==> config.mk <==
export PLATFORM = sky130hd
export DESIGN_NAME = piecewise_linear_pixel_map_top
export DESIGN_NICKNAME = d
export VERILOG_FILES = /design/src/pwlm_pkg.sv /design/src/pwlm_cell.sv /design/src/piecewise_linear_pixel_map_top.sv
export SDC_FILE = /design/constraint.sdc
export NUM_CORES = 2
export LEC_CHECK = 0
export BUFFER_PORTS_ARGS = -buffer_cell sky130_fd_sc_hd__buf_2
export CORE_MARGIN = 10
export CORE_UTILIZATION = 40
export CTS_CLUSTER_DIAMETER = 150
export CTS_CLUSTER_SIZE = 14
export DETAILED_ROUTE_END_ITERATION = 7
export SLEW_MARGIN = 20
export SYNTH_ARGS = -nofsm -noshare
export SYNTH_HDL_FRONTEND = slang
export SYNTH_SLANG_ARGS = --single-unit
==> constraint.sdc <==
create_clock -name clk_i -period 6.7 [get_ports clk_i]
set_clock_uncertainty 0.05 [all_clocks]
set_input_delay 0.67 -clock clk_i [delete_from_list [all_inputs] [get_ports clk_i]]
set_output_delay 0.67 -clock clk_i [all_outputs]
set_load 0.1 [all_outputs]
==> src/pwlm_pkg.sv <==
// shared types, codes and reset defaults for the piecewise linear pixel map
package pwlm_pkg;

  localparam int MaxSegmentsDflt = 8;
  localparam int FracBitsDflt    = 8;
  localparam int DfltCount       = 3;
  localparam int SumW            = 26;

  typedef enum logic [1:0] {
    FUNC_MAP    = 2'd0,
    FUNC_INSERT = 2'd1,
    FUNC_REMOVE = 2'd2
  } func_e;

  typedef struct packed {
    logic        [7:0]  start;
    logic signed [15:0] slope;
    logic signed [18:0] offset;
  } seg_t;

  typedef struct packed {
    logic       ins_ok;
    logic       rm_ok;
    seg_t       new_seg;
    logic [7:0] pixel;
    logic [2:0] rm_idx;
  } cmd_t;

  function automatic seg_t dflt_seg(int idx);
    seg_t s;
    s = '0;
    case (idx)
      0: begin
        s.slope = 16'sd256;
      end
      1: begin
        s.start  = 8'd100;
        s.slope  = 16'sd256;
        s.offset = 19'sd12800;
      end
      2: begin
        s.start = 8'd200;
        s.slope = 16'sd256;
      end
      default: ;
    endcase
    return s;
  endfunction

endpackage

==> src/pwlm_cell.sv <==
// one table slot: holds a segment, shifts with its neighbors, joins the select chain
module pwlm_cell #(
  parameter int INDEX = 0
) (
  input  logic           clk_i,
  input  logic           rst_ni,
  input  pwlm_pkg::cmd_t cmd_i,
  input  pwlm_pkg::seg_t left_seg_i,
  input  logic           left_ge_i,
  input  logic           left_valid_i,
  input  pwlm_pkg::seg_t right_seg_i,
  input  logic           right_valid_i,
  input  pwlm_pkg::seg_t sel_i,
  output pwlm_pkg::seg_t sel_o,
  output pwlm_pkg::seg_t seg_o,
  output logic           ge_o,
  output logic           valid_o,
  output logic           hit_o
);
  import pwlm_pkg::*;

  seg_t seg_q, seg_d;
  logic valid_q, valid_d;
  logic lt;

  assign ge_o    = valid_q && (seg_q.start <= cmd_i.new_seg.start);
  assign lt      = valid_q && (seg_q.start < cmd_i.pixel);
  assign sel_o   = lt ? seg_q : sel_i;
  assign hit_o   = valid_q && (INDEX == int'(cmd_i.rm_idx));
  assign seg_o   = seg_q;
  assign valid_o = valid_q;

  always_comb begin
    seg_d   = seg_q;
    valid_d = valid_q;
    if (cmd_i.ins_ok) begin
      valid_d = left_valid_i;
      if (!ge_o) begin
        seg_d = left_ge_i ? cmd_i.new_seg : left_seg_i;
      end
    end else if (cmd_i.rm_ok && (INDEX >= int'(cmd_i.rm_idx))) begin
      seg_d   = right_seg_i;
      valid_d = right_valid_i;
    end
  end

  always_ff @(posedge clk_i or negedge rst_ni) begin
    if (!rst_ni) begin
      seg_q   <= dflt_seg(INDEX);
      valid_q <= (INDEX < DfltCount);
    end else begin
      seg_q   <= seg_d;
      valid_q <= valid_d;
    end
  end

endmodule

==> src/piecewise_linear_pixel_map_top.sv <==
// top level of the piecewise linear pixel map: cell row, select stage and arithmetic stage
// The segment table lives in a row of cells, one segment per cell, kept sorted by start.
// Map, insert and remove transactions are taken one per clock, with no bubbles, unless the
// output stalls; a result goes via stage one to the output register. Inserts and removes edit
// the row in the cycle they are accepted, so the next transaction already sees the new table.
// Segment selection runs as one compare per cell and a select chain along the row; the
// second stage holds one 16 x 9 multiply, the offset add, the floor and the clamp.
module piecewise_linear_pixel_map_top #(
  parameter int MAX_SEGMENTS = pwlm_pkg::MaxSegmentsDflt,
  parameter int FRAC_BITS    = pwlm_pkg::FracBitsDflt
) (
  input  logic        clk_i,
  input  logic        rst_ni,
  input  logic        s_axis_tvalid,
  output logic        s_axis_tready,
  // pixel_in[7:0], seg_start[15:8], seg_slope[31:16], seg_offset[50:32],
  // remove_index[53:51], zero fill
  input  logic [55:0] s_axis_tdata,
  // func[1:0]
  input  logic [1:0]  s_axis_tuser,
  output logic        m_axis_tvalid,
  input  logic        m_axis_tready,
  // pixel_out[7:0], status[8], segment_count[12:9], zero fill
  output logic [15:0] m_axis_tdata
);
  import pwlm_pkg::*;

  localparam int N  = MAX_SEGMENTS;
  localparam int CW = $clog2(N + 1);
  localparam logic [CW-1:0] CntRst = CW'((N < DfltCount) ? N : DfltCount);

  cmd_t          cmd;
  func_e         op;
  logic          accept;
  logic          adv_out;
  seg_t          seg_w   [N];
  seg_t          sel_w   [N+1];
  logic [N-1:0]  ge_w;
  logic [N-1:0]  valid_w;
  logic [N-1:0]  hit_w;
  logic          full;
  logic          rm_hit;
  logic          status;

  logic [CW-1:0] count_q, count_d;
  logic          s1_valid_q, out_valid_q;
  logic          s1_map_q;
  logic [7:0]    s1_px_q;
  seg_t          s1_seg_q;
  logic          s1_status_q;
  logic [3:0]    s1_count_q;
  logic [7:0]    out_pix_q;
  logic          out_status_q;
  logic [3:0]    out_count_q;

  logic signed [SumW-1:0] sum;
  logic signed [SumW-1:0] shifted;
  logic [7:0]             pix;

  assign op      = func_e'(s_axis_tuser);
  assign adv_out = !out_valid_q || m_axis_tready;
  assign s_axis_tready = !s1_valid_q || adv_out;
  assign accept  = s_axis_tvalid && s_axis_tready;
  assign full    = valid_w[N-1];
  assign rm_hit  = |hit_w;

  assign cmd.new_seg.start  = s_axis_tdata[15:8];
  assign cmd.new_seg.slope  = s_axis_tdata[31:16];
  assign cmd.new_seg.offset = s_axis_tdata[50:32];
  assign cmd.pixel          = s_axis_tdata[7:0];
  assign cmd.rm_idx         = s_axis_tdata[53:51];
  assign cmd.ins_ok         = accept && (op == FUNC_INSERT) && !full;
  assign cmd.rm_ok          = accept && (op == FUNC_REMOVE) && rm_hit;

  assign sel_w[0] = seg_w[0];

  for (genvar i = 0; i < N; i++) begin : g_cell
    seg_t left_seg, right_seg;
    logic left_ge, left_valid, right_valid;
    if (i == 0) begin : g_first
      assign left_seg   = '0;
      assign left_ge    = 1'b1;
      assign left_valid = 1'b1;
    end else begin : g_mid_l
      assign left_seg   = seg_w[i-1];
      assign left_ge    = ge_w[i-1];
      assign left_valid = valid_w[i-1];
    end
    if (i == N - 1) begin : g_last
      assign right_seg   = '0;
      assign right_valid = 1'b0;
    end else begin : g_mid_r
      assign right_seg   = seg_w[i+1];
      assign right_valid = valid_w[i+1];
    end
    pwlm_cell #(
      .INDEX(i)
    ) u_cell (
      .clk_i,
      .rst_ni,
      .cmd_i         (cmd),
      .left_seg_i    (left_seg),
      .left_ge_i     (left_ge),
      .left_valid_i  (left_valid),
      .right_seg_i   (right_seg),
      .right_valid_i (right_valid),
      .sel_i         (sel_w[i]),
      .sel_o         (sel_w[i+1]),
      .seg_o         (seg_w[i]),
      .ge_o          (ge_w[i]),
      .valid_o       (valid_w[i]),
      .hit_o         (hit_w[i])
    );
  end

  always_comb begin
    count_d = count_q;
    if (cmd.ins_ok) begin
      count_d = count_q + CW'(1);
    end else if (cmd.rm_ok) begin
      count_d = count_q - CW'(1);
    end
  end

  always_comb begin
    unique case (op)
      FUNC_MAP:    status = 1'b0;
      FUNC_INSERT: status = full;
      FUNC_REMOVE: status = !rm_hit;
      default:     status = 1'b1;
    endcase
  end

  assign sum     = SumW'(s1_seg_q.slope) * SumW'($signed({1'b0, s1_px_q}))
                 + SumW'(s1_seg_q.offset);
  assign shifted = sum >>> FRAC_BITS;

  always_comb begin
    if (!s1_map_q || (sum < 0)) begin
      pix = 8'd0;
    end else if (shifted > SumW'(255)) begin
      pix = 8'd255;
    end else begin
      pix = shifted[7:0];
    end
  end

  always_ff @(posedge clk_i or negedge rst_ni) begin
    if (!rst_ni) begin
      count_q     <= CntRst;
      s1_valid_q  <= 1'b0;
      out_valid_q <= 1'b0;
    end else begin
      count_q <= count_d;
      if (s_axis_tready) begin
        s1_valid_q <= s_axis_tvalid;
      end
      if (adv_out) begin
        out_valid_q <= s1_valid_q;
      end
    end
  end

  always_ff @(posedge clk_i) begin
    if (accept) begin
      s1_map_q    <= (op == FUNC_MAP) && valid_w[0];
      s1_px_q     <= cmd.pixel;
      s1_seg_q    <= sel_w[N];
      s1_status_q <= status;
      s1_count_q  <= 4'(7'(count_d));
    end
    if (adv_out && s1_valid_q) begin
      out_pix_q    <= pix;
      out_status_q <= s1_status_q;
      out_count_q  <= s1_count_q;
    end
  end

  assign m_axis_tvalid = out_valid_q;
  assign m_axis_tdata  = {3'b000, out_count_q, out_status_q, out_pix_q};

  a_count_matches_cells : assert property (@(posedge clk_i) disable iff (!rst_ni)
    $countones(valid_w) == int'(count_q))
    else $error("segment count disagrees with occupied cells");

  a_count_bound : assert property (@(posedge clk_i) disable iff (!rst_ni)
    int'(count_q) <= N)
    else $error("segment count above table size");

  a_reject_gives_zero : assert property (@(posedge clk_i) disable iff (!rst_ni)
    out_valid_q && out_status_q |-> out_pix_q == 8'd0)
    else $error("rejected transaction carries a nonzero pixel");

  a_edit_only_on_accept : assert property (@(posedge clk_i) disable iff (!rst_ni)
    !accept |=> $stable(count_q))
    else $error("table changed without an input transaction");

endmodule
== Word level (Yosys, flattened, before mapping) ==
Index checks and enable logic that the tools add are counted.

* Register bits: 420
* Input bits: 62
* Output and inout port bits: 18
* Word-level logic and storage cells: 211

* Add/subtract/negate cells: 3
* Multipliers: 1
* Magnitude comparators: 24
* Eq/ne operators: 17
* Muxes and demuxes: 58
* Reductions and logical operators: 64

{| class="wikitable"
|+ Operators with widths
! operator !! number
|-
| two-way mux 43 bit || 31
|-
| two-way mux 35 bit || 7
|-
| less-or-equal comparator 8 bit || 8
|-
| < comparator 8 bit || 7
|-
| logical AND 1 bit || 37
|-
| adder 25 x 19 -> 26 bit || 1
|-
| < comparator 26 x 1 -> 1 bit, second input constant || 1
|-
| multiplier 16 x 9 -> 25 bit || 1
|-
| > comparator 18 x 9 -> 1 bit, second input constant || 1
|-
| two-way mux 1 bit || 16
|-
| inequality test 2 bit, second input constant || 8
|-
| AND reduction 2 bit || 8
|-
| nonzero test 2 bit || 8
|-
| == test 3 bit, first input constant || 4
|-
| greater-or-equal comparator 3 bit, first input constant || 3
|-
| two-way mux 4 bit || 2
|-
| two-way mux 8 bit || 1
|-
| OR reduction 8 bit || 1
|-
| == test 2 x 3 -> 1 bit, first input constant || 2
|-
| greater-or-equal comparator 1 x 3 -> 1 bit, first input constant || 2
|-
| greater-or-equal comparator 2 x 3 -> 1 bit, first input constant || 2
|-
| logical NOT 1 bit || 5
|-
| adder 4 x 1 -> 4 bit, second input constant || 1
|-
| subtractor 4 x 1 -> 4 bit, second input constant || 1
|-
| 7 further kinds || 9
|}

== Logic depth before layout (Yosys ltp) ==
* Depth after elaboration: 9
* Depth in mapped cells: 23

== By module ==
Synthesis repeated with hierarchy kept, for this count alone.

* Cell total of the unflattened synthesis: 3492
* Area, all modules: 35854.4 µm²

{| class="wikitable"
|+ By module, submodules not included
! module !! times used !! cells an instance !! area an instance (µm²)
|-
| piecewise_linear_pixel_map_top || 1 || 739 || 7806.2
|-
| pwlm_cell at g_cell[2].u_cell || 1 || 345 || 3514.6
|-
| pwlm_cell at g_cell[3].u_cell || 1 || 343 || 3513.4
|-
| pwlm_cell at g_cell[1].u_cell || 1 || 344 || 3510.9
|-
| pwlm_cell at g_cell[0].u_cell || 1 || 344 || 3505.9
|-
| pwlm_cell at g_cell[6].u_cell || 1 || 344 || 3505.9
|-
| pwlm_cell at g_cell[5].u_cell || 1 || 344 || 3504.6
|-
| pwlm_cell at g_cell[4].u_cell || 1 || 345 || 3503.4
|-
| pwlm_cell at g_cell[7].u_cell || 1 || 344 || 3489.6
|}

== Worst setup path after synthesis ==
Ideal clock, no wire load.

* Path type: register to register
* Start point: register s1_seg_q[34] in the netlist's numbering
* End point: register out_pix_q[0] (data pin)
* Setup time: 254 ps
* Arrival time: 5684 ps
* Setup slack: 712 ps
* Cell stages (with the launch flop): 21
* Buffers on the path: 1
* Cell sequence: edfxtp_1 and2_1 fa_1 inv_1 fa_1 inv_1 fa_1 fa_1 inv_1 fa_1 inv_1 ha_1 clkbuf_1 a21oi_1 nand2_1 a211oi_4 a21boi_1 or3_4 a2111oi_4 nand4_4 o21a_1

* Word-level cells in the longest chain between the ends: 4

{| class="wikitable"
|+ RTL lines
! element !! RTL line !! text
|-
| start, declared || piecewise_linear_pixel_map_top.sv:49 || <nowiki>seg_t s1_seg_q;</nowiki>
|-
| start signal, assigned || piecewise_linear_pixel_map_top.sv:168 || <nowiki>s1_seg_q <= sel_w[N];</nowiki>
|-
| multiplier 16 x 9 -> 25 bit (*) || piecewise_linear_pixel_map_top.sv:134 || <nowiki>assign sum = SumW'(s1_seg_q.slope) * SumW'($signed({1'b0, s1_px_q}))</nowiki>
|-
| adder 25 x 19 -> 26 bit (*) || piecewise_linear_pixel_map_top.sv:135 || <nowiki>+ SumW'(s1_seg_q.offset);</nowiki>
|-
| < comparator 26 x 1 -> 1 bit or > comparator 18 x 9 -> 1 bit (tied branches) || piecewise_linear_pixel_map_top.sv:139, piecewise_linear_pixel_map_top.sv:141 ||
|-
| logical OR 1 bit or two-way mux 8 bit (tied branches) || piecewise_linear_pixel_map_top.sv:139, piecewise_linear_pixel_map_top.sv:141 ||
|-
| end signal, assigned || piecewise_linear_pixel_map_top.sv:173 || <nowiki>out_pix_q <= pix;</nowiki>
|-
| end, declared || piecewise_linear_pixel_map_top.sv:52 || <nowiki>logic [7:0] out_pix_q;</nowiki>
|}

Mark *: on every way between the ends. The rest lies on a longest branch, timed or not.
A chain may end at the register's enable or synchronous reset.

== Worst setup path after layout ==
* Start point: register s1_px_q[0]
* End point: register out_pix_q[6] (data pin)

* Word-level cells in the longest chain between the ends: 4

{| class="wikitable"
|+ RTL lines
! element !! RTL line !! text
|-
| start, declared || piecewise_linear_pixel_map_top.sv:48 || <nowiki>logic [7:0] s1_px_q;</nowiki>
|-
| start signal, assigned || piecewise_linear_pixel_map_top.sv:167 || <nowiki>s1_px_q <= cmd.pixel;</nowiki>
|-
| multiplier 16 x 9 -> 25 bit (*) || piecewise_linear_pixel_map_top.sv:134 ||
|-
| adder 25 x 19 -> 26 bit (*) || piecewise_linear_pixel_map_top.sv:135 ||
|-
| < comparator 26 x 1 -> 1 bit or > comparator 18 x 9 -> 1 bit (tied branches) || piecewise_linear_pixel_map_top.sv:139, piecewise_linear_pixel_map_top.sv:141 ||
|-
| logical OR 1 bit or two-way mux 8 bit (tied branches) || piecewise_linear_pixel_map_top.sv:139, piecewise_linear_pixel_map_top.sv:141 ||
|}

Marks and branches as above.

==> qor.txt <==
========================================================================================================
Setup repair after global routing missed its margin .......................................           no
Required time of the critical path ........................................................      6970 ps
Die width .................................................................................       300 um
Nets ......................................................................................         3551
Type of destination of the critical path ..................................................    flip-flop
Initial Utilization .......................................................................        40.4%
Number of buffers added to fix hold violations after cts ..................................            0
Part of the cycle the worst path needs ....................................................        95.9%
Number of warnings reported in the yosys synthesis log ....................................            0
Ranking of synthesized cells by instance count ............................................ 395 x sky130_fd_sc_hd__nand2_1, 341 x sky130_fd_sc_hd__dfrtp_1, 298 x sky130_fd_sc_hd__mux2i_1, 229 x sky130_fd_sc_hd__nor2_1, 199 x sky130_fd_sc_hd__inv_1
Post-synthesis instance area ..............................................................  31400 sq um
Post-route ant nets .......................................................................            0
Number of global-route vias before repair .................................................        24200
TritonCTS clock tree ......................................................................         done
Biggest fanout along the worst timing path ................................................           11
Root Driver ............................................................................... sky130_fd_sc_hd__clkbuf_16
Initial antenna violation count ...........................................................            6
Clock buffer count from CTS ...............................................................           35
Category of the worst setup path launch point .............................................    flip-flop
Routed wirelength normalized by instance count ............................................      21.3 um
Number of distinct library cell variants in the gate-level netlist after synthesis ........           74
Core Region ...............................................................................  77600 sq um
Detailed placer's ending HPWL .............................................................      59.1 mm
Final Hold Violating Endpoints ............................................................            0
Y dimension of the die ....................................................................       300 um
Number of pins exceeding their max-slew limit in the final report .........................            0
Minimum setup slack among reg-to-reg paths ................................................       270 ps
Share of Yosys cell area claimed by the top area cell type ................................        27.2%
Max Clock Freq ............................................................................      156 MHz
Total die area ............................................................................  90000 sq um
Arrival @ worst endpoint ..................................................................      6700 ps
Crit Reg-Reg Startpoint ...................................................................   s1_px_q[0]
Primary FF master, synth .................................................................. sky130_fd_sc_hd__dfrtp_1
Worst r2r path cells ......................................................................           21
Via count .................................................................................        24400
Ratio of routed vias to standard cells ....................................................         5.72
Post-synth EDFFs ..........................................................................           62
Measured slew at the worst slew-check pin .................................................      1150 ps
Number of buffers on the longest clock path ...............................................            3
Fraction of registers with async set or reset after synthesis .............................        85.2%
WS Path Type ..............................................................................      reg2reg
Total Wirelength ..........................................................................      91.0 mm
Worst hold path type ......................................................................     in2async
Leading cell types by total area after synthesis .......................................... sky130_fd_sc_hd__dfrtp_1 27%, sky130_fd_sc_hd__mux2i_1 9.5%, sky130_fd_sc_hd__fa_1 7.9%
Final setup vio count .....................................................................            0
Proportion of synthesized chip area in sequential cells ...................................        34.6%
Outcome ................................................................................... complete, no violations
Post-CTS clock slew at the launch and capture registers of the worst setup and hold paths .        70 ps
Detailed-router iteration count before antenna repair .....................................            6
Syn avg cell area .........................................................................   9.58 sq um
Final min period ..........................................................................      6430 ps
Leading area contributor after synthesis .................................................. sky130_fd_sc_hd__dfrtp_1
H-tree depth reported by CTS ..............................................................            2
Cell count after synthesis ................................................................         3273
Residual DRC ..............................................................................            0
Number of max-cap violations ..............................................................            0
Flop and latch count out of synthesis .....................................................          420
Wire length of the first global-routing pass ..............................................       144 mm
Boundary pin count ........................................................................           80
Count of input and output buffers .........................................................           74
Core Rows .................................................................................          102
Dominant cell by count in the synthesized netlist ......................................... sky130_fd_sc_hd__nand2_1
Overflow after GRT ........................................................................            0
Synth-to-layout area growth ...............................................................        7.85%
Worst reg2reg endpoint .................................................................... out_pix_q[6]
Ratio of cells with drive above 1 in the final layout .....................................        8.61%
Headroom to the max-slew limit ............................................................        23.3%
Global-route usage over all layers ........................................................        20.0%
Num Clock Sinks ...........................................................................          420
Pin count of the biggest net entering global routing ......................................          215
First-iteration detailed-routing DRC count ................................................         1679
Clock latency at the later pin of the worst-skew pair .....................................       580 ps
Aggregate negative setup slack ............................................................         0 ps
Weighted congestion reported at the end of routability-driven placement ...................        0.892
========================================================================================================
==> placed cells by master (no fill, tap or decap), types with 34 or more instances in the layout <==
cell type	netlist	layout
sky130_fd_sc_hd__nand2_1	395	394
sky130_fd_sc_hd__dfrtp_1	341	341
sky130_fd_sc_hd__mux2i_1	298	298
sky130_fd_sc_hd__nor2_1	229	228
sky130_fd_sc_hd__inv_1	199	199
sky130_fd_sc_hd__a211oi_1	176	176
sky130_fd_sc_hd__ha_1	163	163
sky130_fd_sc_hd__a21o_1	159	158
sky130_fd_sc_hd__fa_1	124	124
sky130_fd_sc_hd__and2_1	99	98
sky130_fd_sc_hd__a31oi_1	84	82
sky130_fd_sc_hd__mux2_1	80	80
sky130_fd_sc_hd__buf_2	62	73
sky130_fd_sc_hd__o21ai_0	72	70
sky130_fd_sc_hd__edfxtp_1	62	62
sky130_fd_sc_hd__nand3_1	58	57
sky130_fd_sc_hd__o221ai_1	49	49
sky130_fd_sc_hd__nor3_1	49	48
sky130_fd_sc_hd__buf_4	7	48
sky130_fd_sc_hd__o211ai_1	46	46
sky130_fd_sc_hd__o22ai_1	45	45
sky130_fd_sc_hd__mux2_2	44	44
sky130_fd_sc_hd__clkbuf_16	0	36
sky130_fd_sc_hd__a21oi_1	42	35
sky130_fd_sc_hd__o221a_1	34	34
==> metrics by stage <==
stage / utilization, % / cells / setup slack (ps) / cell area [sq um] / hold slack (ps)
3_3_place_gp: 42.2 / 4202 / 295 / 32800 / 354
5_1_grt: 43.6 / 4269 / 16.8 / 33800 / 74.7
4_1_cts: 43.5 / 4266 / 161 / 33800 / 39.4
6_report: 43.6 / 4271 / 275 / 33800 / 36.9
2_1_floorplan: - / 3275 / 712 / 31400 / 324
3_5_place_dp: 42.2 / 4202 / 195 / 32800 / 355
==> metal layers <==
metal | GRT usage [%] | share of wire [%] | up-vias
met5 | 0 | 0.051 | -
met3 | 3.23 | 6.0 | 119
met2 | 31.0 | 44 | 643
li1 | - | - | 11500
met4 | 5.06 | 2.5 | 8
met1 | 28.7 | 47 | 12100
==> final cells by class <==
type	instances	area, sq um
Tap cell	1040	1300
Clock buffer	62	998
Multi-Input combinational cell	2416	19000
Sequential cell	420	10800
Fill cell	7617	43800
Inverter	200	751
Antenna cell	2	5.00
Clock inverter	2	25.0
Timing Repair Buffer	129	881
==> state kept, by name, indices dropped and copies added (netlist names) <==
signal / cells
out_status_q: 1
count_q: 4
s1_map_q: 1
g_cell.u_cell.seg_o: 344
s1_px_q: 8
m_axis_tvalid: 1
s1_valid_q: 1
s1_status_q: 1
s1_count_q: 4
g_cell.u_cell.valid_o: 8
s1_seg_q: 35
out_pix_q: 8
out_count_q: 4
==> critical path, cell delays in order (launching register included) <==
cell                        delay, ps
sky130_fd_sc_hd__edfxtp_1         560
sky130_fd_sc_hd__buf_4            250
sky130_fd_sc_hd__nand2_1           80
sky130_fd_sc_hd__fa_1             490
sky130_fd_sc_hd__inv_1             60
sky130_fd_sc_hd__fa_1             490
sky130_fd_sc_hd__inv_1             50
sky130_fd_sc_hd__fa_1             480
sky130_fd_sc_hd__inv_1             60
sky130_fd_sc_hd__fa_1             520
sky130_fd_sc_hd__inv_1             50
sky130_fd_sc_hd__fa_1             500
sky130_fd_sc_hd__inv_1             40
sky130_fd_sc_hd__ha_1             350
sky130_fd_sc_hd__o21ai_0          120
sky130_fd_sc_hd__a2111oi_1        500
sky130_fd_sc_hd__o31ai_2          200
sky130_fd_sc_hd__a21boi_1         290
sky130_fd_sc_hd__o21ai_0          180
sky130_fd_sc_hd__a2111oi_4        380
sky130_fd_sc_hd__nand4_4          200
sky130_fd_sc_hd__o21a_1           240
==> what timing repair did <==
item	4_1_cts	5_1_grt
endpoints found under the setup margin	0	8
buffers inserted	0	3
gates resized for setup	0	6
==> cells by family after synthesis <==
kind of cell | Yosys count | synth area share, %
compound gates | 779 | 18.1
other cells | 1 | 0.0120
simple gates | 906 | 12.9
flops | 420 | 34.6
buf+inv | 439 | 5.59
fa+ha+maj | 287 | 14.4
mux | 422 | 14.0
xor+xnor | 19 | 0.531
==> worst max path at each step <==
stage                 start           end  slack [ps]  depth (start not counted)
2_1_floorplan  s1_seg_q[34]  out_pix_q[0]         710                         20
4_1_cts          s1_px_q[4]  out_pix_q[6]         160                         19
3_5_place_dp     s1_px_q[4]  out_pix_q[6]         200                         19
3_3_place_gp     s1_px_q[0]  out_pix_q[1]         300                         20
6_report         s1_px_q[0]  out_pix_q[6]         270                         21
5_1_grt          s1_px_q[0]  out_pix_q[6]          20                         21
Power is not shown: default switching activity piles up to over one toggle a cycle in this logic, so the estimate is an artifact.
